## src/hdl/dia_pkg.sv

```systemverilog
// ----------------------------------------------------------------------------
// dia_pkg
// Shared widths, codes and controller/datapath interface types for the
// descriptor index allocator.
// ----------------------------------------------------------------------------
package dia_pkg;

    localparam int MAX_SLOTS = 1024;
    localparam int SLOT_W    = $clog2(MAX_SLOTS);
    localparam int COUNT_W   = SLOT_W + 1;
    localparam int CAP_W     = 11;
    localparam int STRIDE_W  = 9;
    localparam int ADDR_W    = 64;
    localparam int PROD_W    = SLOT_W + STRIDE_W;
    localparam int CFG_IDX_W = 2;
    localparam int STATUS_W  = 2;

    localparam logic [STATUS_W-1:0] STATUS_OK       = 2'd0;
    localparam logic [STATUS_W-1:0] STATUS_EMPTY    = 2'd1;
    localparam logic [STATUS_W-1:0] STATUS_NOT_HELD = 2'd2;

    localparam logic [CFG_IDX_W-1:0] CFG_CAPACITY = 2'd0;
    localparam logic [CFG_IDX_W-1:0] CFG_STRIDE   = 2'd1;
    localparam logic [CFG_IDX_W-1:0] CFG_CPU_BASE = 2'd2;
    localparam logic [CFG_IDX_W-1:0] CFG_GPU_BASE = 2'd3;

    localparam logic [CAP_W-1:0]    CAPACITY_RESET = CAP_W'(MAX_SLOTS);
    localparam logic [STRIDE_W-1:0] STRIDE_RESET   = 9'd32;

    localparam logic KIND_ALLOC   = 1'b0;
    localparam logic KIND_RELEASE = 1'b1;

    // controller -> datapath
    typedef struct packed {
        logic capture;
        logic take_fresh;
        logic pop;
        logic latch_pop;
        logic empty;
        logic read_map;
        logic check;
        logic multiply;
        logic load_out;
    } dia_cmd_t;

    // datapath -> controller
    typedef struct packed {
        logic kind;
        logic fresh_avail;
        logic fifo_nonempty;
        logic out_free;
    } dia_sts_t;

endpackage

```

## src/hdl/dia_ctrl.sv

```systemverilog
// ----------------------------------------------------------------------------
// dia_ctrl
// Sequencer for one request at a time: lookup, FIFO or bitmap access,
// address multiply, and hand-off to the output register.
// ----------------------------------------------------------------------------
module dia_ctrl
    import dia_pkg::*;
(
    input  logic     aclk,
    input  logic     aresetn,
    input  logic     s_valid,
    output logic     s_ready,
    input  dia_sts_t sts,
    output dia_cmd_t cmd
);

    typedef enum logic [2:0] {
        S_IDLE,
        S_LOOKUP,
        S_POP,
        S_CHECK,
        S_MUL,
        S_FINISH
    } state_t;

    state_t state_reg, state_next;

    assign s_ready = (state_reg == S_IDLE);

    always_comb begin
        state_next = state_reg;
        cmd        = '0;
        unique case (state_reg)
            S_IDLE: begin
                if (s_valid) begin
                    cmd.capture = 1'b1;
                    state_next  = S_LOOKUP;
                end
            end
            S_LOOKUP: begin
                if (sts.kind == KIND_RELEASE) begin
                    cmd.read_map = 1'b1;
                    state_next   = S_CHECK;
                end else if (sts.fresh_avail) begin
                    cmd.take_fresh = 1'b1;
                    state_next     = S_MUL;
                end else if (sts.fifo_nonempty) begin
                    cmd.pop    = 1'b1;
                    state_next = S_POP;
                end else begin
                    cmd.empty  = 1'b1;
                    state_next = S_MUL;
                end
            end
            S_POP: begin
                cmd.latch_pop = 1'b1;
                state_next    = S_MUL;
            end
            S_CHECK: begin
                cmd.check  = 1'b1;
                state_next = S_MUL;
            end
            S_MUL: begin
                cmd.multiply = 1'b1;
                state_next   = S_FINISH;
            end
            S_FINISH: begin
                // hold until the output register is free
                if (sts.out_free) begin
                    cmd.load_out = 1'b1;
                    state_next   = S_IDLE;
                end
            end
            default: state_next = S_IDLE;
        endcase
    end

    always_ff @(posedge aclk) begin
        if (!aresetn) begin
            state_reg <= S_IDLE;
        end else begin
            state_reg <= state_next;
        end
    end

endmodule

```

## config.mk

```make
export PLATFORM = sky130hd
export DESIGN_NAME = dia_ctrl
export DESIGN_NICKNAME = d
export VERILOG_FILES = /design/src/hdl/dia_pkg.sv /design/src/hdl/dia_ctrl.sv
export SDC_FILE = /design/constraint.sdc
export NUM_CORES = 1
export LEC_CHECK = 0
export ABC_AREA = 0
export BUFFER_PORTS_ARGS = -buffer_cell sky130_fd_sc_hd__buf_2
export CAP_MARGIN = 20
export CORE_AREA = 3 3 40 42
export CTS_CLUSTER_SIZE = 40
export DETAILED_ROUTE_END_ITERATION = 16
export DIE_AREA = 0 0 43 45
export GPL_TIMING_DRIVEN = 0
export SYNTH_ARGS = -nofsm -noshare
export SYNTH_HDL_FRONTEND = slang
export SYNTH_SLANG_ARGS = --single-unit
```

## constraint.sdc

```tcl
create_clock -name aclk -period 1.4 [get_ports aclk]
set_input_delay 0 -clock aclk [delete_from_list [all_inputs] [get_ports aclk]]
set_output_delay 0 -clock aclk [all_outputs]
set_load 0.01 [all_outputs]
```

==> results of run 1 <==
-- routing by layer --
layer  GRT usage [%]  vias to the layer above  part of all wire, %
li1                -                      146                    -
met1            9.83                      116                   51
met2            8.08                       18                   35
met3            4.78                        0                   14
met4            1.81                        0                    0
met5               0                        -                    0
-- placed cells by master, fill, tap and decap left out, types with 2 or more instances in the layout --
| cell type | count |
|---|---|
| sky130_fd_sc_hd__buf_2 | 16 |
| sky130_fd_sc_hd__nand2_1 | 4 |
| sky130_fd_sc_hd__nor3b_1 | 3 |
| sky130_fd_sc_hd__clkbuf_4 | 3 |
| sky130_fd_sc_hd__dfxtp_1 | 3 |
| sky130_fd_sc_hd__nor2b_2 | 2 |
| sky130_fd_sc_hd__nor2_1 | 3 |
-- worst max-delay path, cell delays in order (launching register included) --
cell and delay (ns):
sky130_fd_sc_hd__dfxtp_1 0.37, sky130_fd_sc_hd__nor2_2 0.17, sky130_fd_sc_hd__nand2_1 0.14, sky130_fd_sc_hd__nor4b_2 0.22
sky130_fd_sc_hd__buf_2 0.17
-- worst min path at each step --
stage                       start                        end  slack [ns]  cells past startpoint
after global placement     sts[1]                     cmd[4]        0.26                      3
after global routing      aresetn  state_reg[2]$_SDFFE_PN0P_        0.05                      3
final                     aresetn  state_reg[2]$_SDFFE_PN0P_        0.02                      3
after CTS                 aresetn  state_reg[2]$_SDFFE_PN0P_        0.01                      3
after detailed placement  aresetn  state_reg[2]$_SDFFE_PN0P_        0.26                      3
after floorplan            sts[3]                     cmd[6]        0.03                      1
-- power by group through the flow --
stage                     clock [µW]  combinational, µW  sequential (µW)
after floorplan                    0               76.1              105
after global placement             0                115              107
after detailed placement           0                116              107
after CTS                        163                116              106
after global routing             172                131              107
final                            151                117              106
-- metrics by stage --
stage	setup slack, ns	cells	hold slack [ns]	cell area (µm²)
final	0.0952	65	0.0239	372
after floorplan	0.444	30	0.0341	240
after detailed placement	0.366	61	0.265	339
after global placement	0.367	61	0.264	339
after CTS	0.103	65	0.0130	365
after global routing	0.0211	65	0.0485	372
-- timing repair --
item	CTS	global route
setup endpoints to repair	0	1
hold endpoints to repair	0	0
hold buffers	0	0
gates resized for setup	0	1
-- cells by family (layout without fill, tap and decap cells) --
group / Yosys count / after routing / share of synthesized area [%]
buf+inv: 2 / 22 / 6.25
flops: 3 / 3 / 25.0
compound gates: 3 / 3 / 8.85
simple gates: 22 / 22 / 59.9
-- layout make-up --
cell class                      instances  area share (%)
Timing Repair Buffer                   16            21.5
Clock buffer                            4            7.07
Buffer                                  1            3.03
Multi-Input combinational cell         25            46.1
Tap cell                               15            5.05
Inverter                                1            1.01
Sequential cell                         3            16.2
==> load_flow_metrics.sql, run 1 <==
INSERT INTO impl_metrics (metric_group, metric, value, unit) VALUES
('status', 'status', 'finished clean', ''),
('setup_path', 'reg_to_reg_end', 'state_reg[2]$_SDFFE_PN0P_', ''),
('setup_path', 'r2r.worst_path.cells', '4', ''),
('placement', 'port-buffer-count', '16', ''),
('synth', 'syn_nets', '37', ''),
('setup_path', 'criticalPathCategory', 'flip-flop to output pin', ''),
('power', 'total_design_power', '375', 'µW'),
('synth', 'async_set_or_reset_flop_fraction_in_the_synthesized_netlist', '0', '%'),
('final_layout', 'final_util', '28.9', '%'),
('sta', 'tightestPinTransition', '0.272', 'ns'),
('cts', 'post-cts-setup-buffers', '0', ''),
('synth', 'yosys_register_bits', '3', ''),
('sta', 'finalSetupViolCount', '0', ''),
('sta', 'rsz0062_at_grt', 'no', ''),
('grt', 'grtUsageTotal', '6.90', '%'),
('placement', 'dp.final_hpwl', '457', 'µm'),
('floorplan', 'core-area', '1280', 'µm²'),
('power', 'share_comb_of_total_power', '31.2', '%'),
('synth', 'synth.cell_area', '240', 'µm²'),
('drt', 'detail_route.first_pass.iterations', '2', ''),
('setup_path', 'crit_end', 'cmd[6]', ''),
('drt', 'vias', '280', ''),
('floorplan', 'die_y_extent', '45', 'µm'),
('cts', 'ctsHtreeMaxLevel', '1', ''),
('synth', 'netlist.area_leader.share', '25.0', '%'),
('power', 'power_leakage', '0.000175', 'µW'),
('drt', 'routed_wl', '636', 'µm'),
('final_layout', 'multi_input_area', '171', 'µm²'),
('final_layout', 'final.fill_count', '150', ''),
('setup_path', 'crit_required', '1.40', 'ns'),
('drt', 'detail_route.drc_violations', '0', ''),
('power', 'power_frac_clock', '40.4', '%'),
('sta', 'fmaxAchievable', '0.766', 'GHz'),
('setup_path', 'end_kind', 'output pin', ''),
('floorplan', 'pin_count', '17', ''),
('final_layout', 'layout.nets', '58', ''),
('synth', 'synth-seq-area-share', '25.0', '%'),
('cts', 'clock-sinks', '3', ''),
('setup_path', 'endpoint_arrival_time_on_the_critical_path', '1.30', 'ns'),
('grt', 'grt_pass1_vias', '233', ''),
('synth', 'ys_warn_count', '0', ''),
('synth', 'netlist.top_cell.by_area', 'sky130_fd_sc_hd__dfxtp_1', ''),
('floorplan', 'die_area', '1940', 'µm²'),
('synth', 'synthCells', '30', ''),
('final_layout', 'largest_register_ffs', '3', ''),
('placement', 'gp_routability_congestion', '0.631', ''),
('sta', 'timing_hold_violations_final', '0', ''),
('grt', 'antenna_found_initial', '0', ''),
('sta', 'max_slew_violation_count', '0', ''),
('floorplan', 'std_cell_rows', '13', ''),
('grt', 'grt_overflow_total', '0', ''),
('cts', 'clk_pin_slew_worst_paths', '0.04', 'ns'),
('synth', 'largest_cells_by_area_after_synthesis', 'sky130_fd_sc_hd__dfxtp_1 25%, sky130_fd_sc_hd__nor3b_1 9.4%, sky130_fd_sc_hd__nor2b_2 7.3%, sky130_fd_sc_hd__nand2_1 6.3%, sky130_fd_sc_hd__nor4b_2 6.3%', ''),
('floorplan', 'die_x', '43', 'µm'),
('drt', 'wl_per_cell', '9.78', 'µm'),
('grt', 'first_pass_grt_wire_length', '966', 'µm'),
('sta', 'final_min_period_over_clock_period', '93.2', '%'),
('synth', 'yosysUniqueCellTypes', '20', ''),
('setup_path', 'cp_launch_type', 'flip-flop', ''),
('final_layout', 'synthToLayoutAreaGrowth', '54.7', '%'),
('setup_path', 'critical_path.startpoint', 'state_reg[2]$_SDFFE_PN0P_', ''),
('setup_path', 'setup.reg_to_reg.worst_slack', '0.40', 'ns'),
('cts', 'cts.root.buffer_cell', 'sky130_fd_sc_hd__clkbuf_4', ''),
('min_path', 'hold_path_class', 'primary input to flip-flop', ''),
('setup_path', 'regToRegStartpoint', 'state_reg[0]$_SDFFE_PN0P_', ''),
('final_layout', 'layout.area.seq', '60.1', 'µm²'),
('floorplan', 'initial_cell_density_of_the_core', '18.7', '%'),
('cts', 'clock_insertion_delay_worst_skew', '0.23', 'ns'),
('drt', 'viasPerCell', '4.31', ''),
('synth', 'synthFlopType', 'sky130_fd_sc_hd__dfxtp_1', ''),
('power', 'p_sw_share', '31.4', '%');
Note: power is estimated with default switching activity, not from simulation.
==> run 2: changes to the inputs <==
==> constraint.sdc (replaced) <==
create_clock -name aclk -period 1.4 [get_ports aclk]
set_input_delay 0.14 -clock aclk [delete_from_list [all_inputs] [get_ports aclk]]
set_output_delay 0.14 -clock aclk [all_outputs]
set_load 0.01 [all_outputs]
==> load_flow_metrics.sql, run 2 (synthesis gave the netlist of run 1 again) <==
INSERT INTO impl_metrics (metric_group, metric, value, unit) VALUES
('status', 'status', 'finished clean', ''),
('sta', 'tns', '0', 'ns'),
('drt', 'antenna_violating_nets_post_route', '0', ''),
('final_layout', 'layout.nets', '58', ''),
('floorplan', 'pin_count', '17', ''),
('cts', 'ctsHtreeMaxLevel', '1', ''),
('setup_path', 'crit_required', '1.26', 'ns'),
('setup_path', 'endpoint_arrival_time_on_the_critical_path', '1.20', 'ns'),
('sta', 'max_slew_violation_count', '0', ''),
('grt', 'grt_pass1_vias', '233', ''),
('setup_path', 'worstPathMaxFanout', '7', ''),
('floorplan', 'initial_cell_density_of_the_core', '18.7', '%'),
('sta', 'final_period_minus_worst_setup_slack', '1.34', 'ns'),
('final_layout', 'layout.cells.most_common_list', '16 x sky130_fd_sc_hd__buf_2, 3 x sky130_fd_sc_hd__nor2_1, 3 x sky130_fd_sc_hd__nor3b_1, 3 x sky130_fd_sc_hd__nand2_1, 3 x sky130_fd_sc_hd__clkbuf_4', ''),
('power', 'power_frac_clock', '39.8', '%'),
('cts', 'tritoncts.num_buffers', '3', ''),
('grt', 'grt_overflow_total', '0', ''),
('setup_path', 'criticalPathCategory', 'flip-flop to output pin', ''),
('sta', 'fmaxAchievable', '0.745', 'GHz'),
('floorplan', 'die_area', '1940', 'µm²'),
('power', 'power.ir.vdd_worst', '0.000427', 'V'),
('final_layout', 'largest_register_ffs', '3', ''),
('floorplan', 'core-area', '1280', 'µm²'),
('sta', 'rsz0062_at_grt', 'no', ''),
('placement', 'port-buffer-count', '16', ''),
('power', 'p_sw_share', '31.7', '%'),
('sta', 'finClkSkew', '0.000132', 'ns'),
('sta', 'tightestPinTransition', '0.266', 'ns'),
('drt', 'detail_route.drc_violations', '0', ''),
('sta', 'timing.hold.ws', '0.157', 'ns'),
('flow_run', 'cap_viol_max_count', '0', ''),
('grt', 'grtUsageTotal', '6.90', '%'),
('drt', 'detail_route.iter0.violations', '1', ''),
('setup_path', 'cp_launch_type', 'flip-flop', ''),
('sta', 'fin_ws', '0.0581', 'ns'),
('final_layout', 'final_layout_size_suffix_gt1_share', '60.0', '%'),
('power', 'power.density', '1000', 'nW/µm²'),
('sta', 'final_min_period_over_clock_period', '95.9', '%'),
('final_layout', 'antenna_diode_instance_count', '0', ''),
('cts', 'clock-sinks', '3', ''),
('power', 'power_leakage', '0.000178', 'µW'),
('grt', 'antenna_found_initial', '0', ''),
('final_layout', 'final_util', '29.6', '%'),
('cts', 'clock_insertion_delay_worst_skew', '0.23', 'ns'),
('power', 'sequentialPowerShare', '28.5', '%'),
('sta', 'finalSetupViolCount', '0', ''),
('floorplan', 'std_cell_rows', '13', ''),
('drt', 'vias', '279', ''),
('drt', 'wl_per_cell', '9.78', 'µm'),
('power', 'share_comb_of_total_power', '31.7', '%'),
('floorplan', 'die_y_extent', '45', 'µm'),
('drt', 'viasPerCell', '4.29', ''),
('cts', 'clk_pin_slew_worst_paths', '0.04', 'ns'),
('placement', 'gp_routability_congestion', '0.631', ''),
('drt', 'routed_wl', '636', 'µm'),
('placement', 'dp.final_hpwl', '457', 'µm'),
('drt', 'detail_route.first_pass.iterations', '2', ''),
('sta', 'timing_hold_violations_final', '0', ''),
('grt', 'pin_count_of_the_biggest_net_entering_global_routing', '11', ''),
('sta', 'max-slew-margin-rel', '82.3', '%'),
('cts', 'cts.root.buffer_cell', 'sky130_fd_sc_hd__clkbuf_4', ''),
('power', 'cell_internal_pwr', '260', 'µW'),
('floorplan', 'die_x', '43', 'µm'),
('grt', 'first_pass_grt_wire_length', '966', 'µm'),
('placement', 'post-place-ws', '0.226', 'ns'),
('final_layout', 'layout_commonest_cell', 'sky130_fd_sc_hd__buf_2', ''),
('setup_path', 'end_kind', 'output pin', ''),
('power', 'p_sw', '121', 'µW'),
('cts', 'tritoncts', 'done', ''),
('cts', 'cts_max_path_buffers', '2', ''),
('min_path', 'hold_path_class', 'primary input to flip-flop', ''),
('final_layout', 'synthToLayoutAreaGrowth', '58.3', '%');
run 2: routing by layer:
metal / GRT usage (%) / part of all wire [%]
met3: 4.78 / 14
met5: 0 / 0
met1: 9.83 / 51
met4: 1.81 / 0
met2: 8.08 / 35
run 2: critical path, cell delays in order (launching register included):
cell and delay (ns):
sky130_fd_sc_hd__dfxtp_1 0.37, sky130_fd_sc_hd__nor2_4 0.13, sky130_fd_sc_hd__nand2_2 0.10, sky130_fd_sc_hd__nor4b_2 0.21
sky130_fd_sc_hd__buf_2 0.17
run 2: power by group through the flow:
stage / Sequential [µW] / Combinational, µW / Clock, µW
3_5_place_dp: 107 / 116 / 0
4_1_cts: 107 / 116 / 163
2_1_floorplan: 105 / 76.1 / 0
3_3_place_gp: 107 / 115 / 0
5_1_grt: 110 / 135 / 172
6_report: 109 / 121 / 151
run 2: timing repair:
| item | 4_1_cts | 5_1_grt |
|---|---|---|
| setup buffers | 0 | 0 |
| hold buffers | 0 | 0 |
| setup endpoints to repair | 3 | 3 |
| resized for setup | 1 | 3 |
run 2: area by class of cell:
cell class	instances	area [µm²]
buffer	1	11.3
clock buffer	4	26.3
fill	147	905
inverter	1	3.75
multi-input combinational	25	179
sequential	3	61.3
tap	15	18.8
timing repair buffer	16	80.1
run 2: stage by stage:
stage,std cells,total power (µW),cell area [µm²]
2_1_floorplan,30,181,240
3_3_place_gp,61,222,339
3_5_place_dp,61,223,339
4_1_cts,65,386,367
5_1_grt,65,416,380
6_report,65,381,380
run 2: worst paths after layout:
| path | startpoint | to | slack (ns) | cells past startpoint |
|---|---|---|---|---|
| hold / removal | aresetn | state_reg[2]$_SDFFE_PN0P_ | 0.16 | 3 |
| setup reg to reg | state_reg[0]$_SDFFE_PN0P_ | state_reg[2]$_SDFFE_PN0P_ | 0.39 | 4 |
| hold reg to reg | state_reg[1]$_SDFFE_PN0P_ | state_reg[0]$_SDFFE_PN0P_ | 0.60 | 1 |
| setup / recovery | state_reg[1]$_SDFFE_PN0P_ | cmd[6] | 0.06 | 4 |
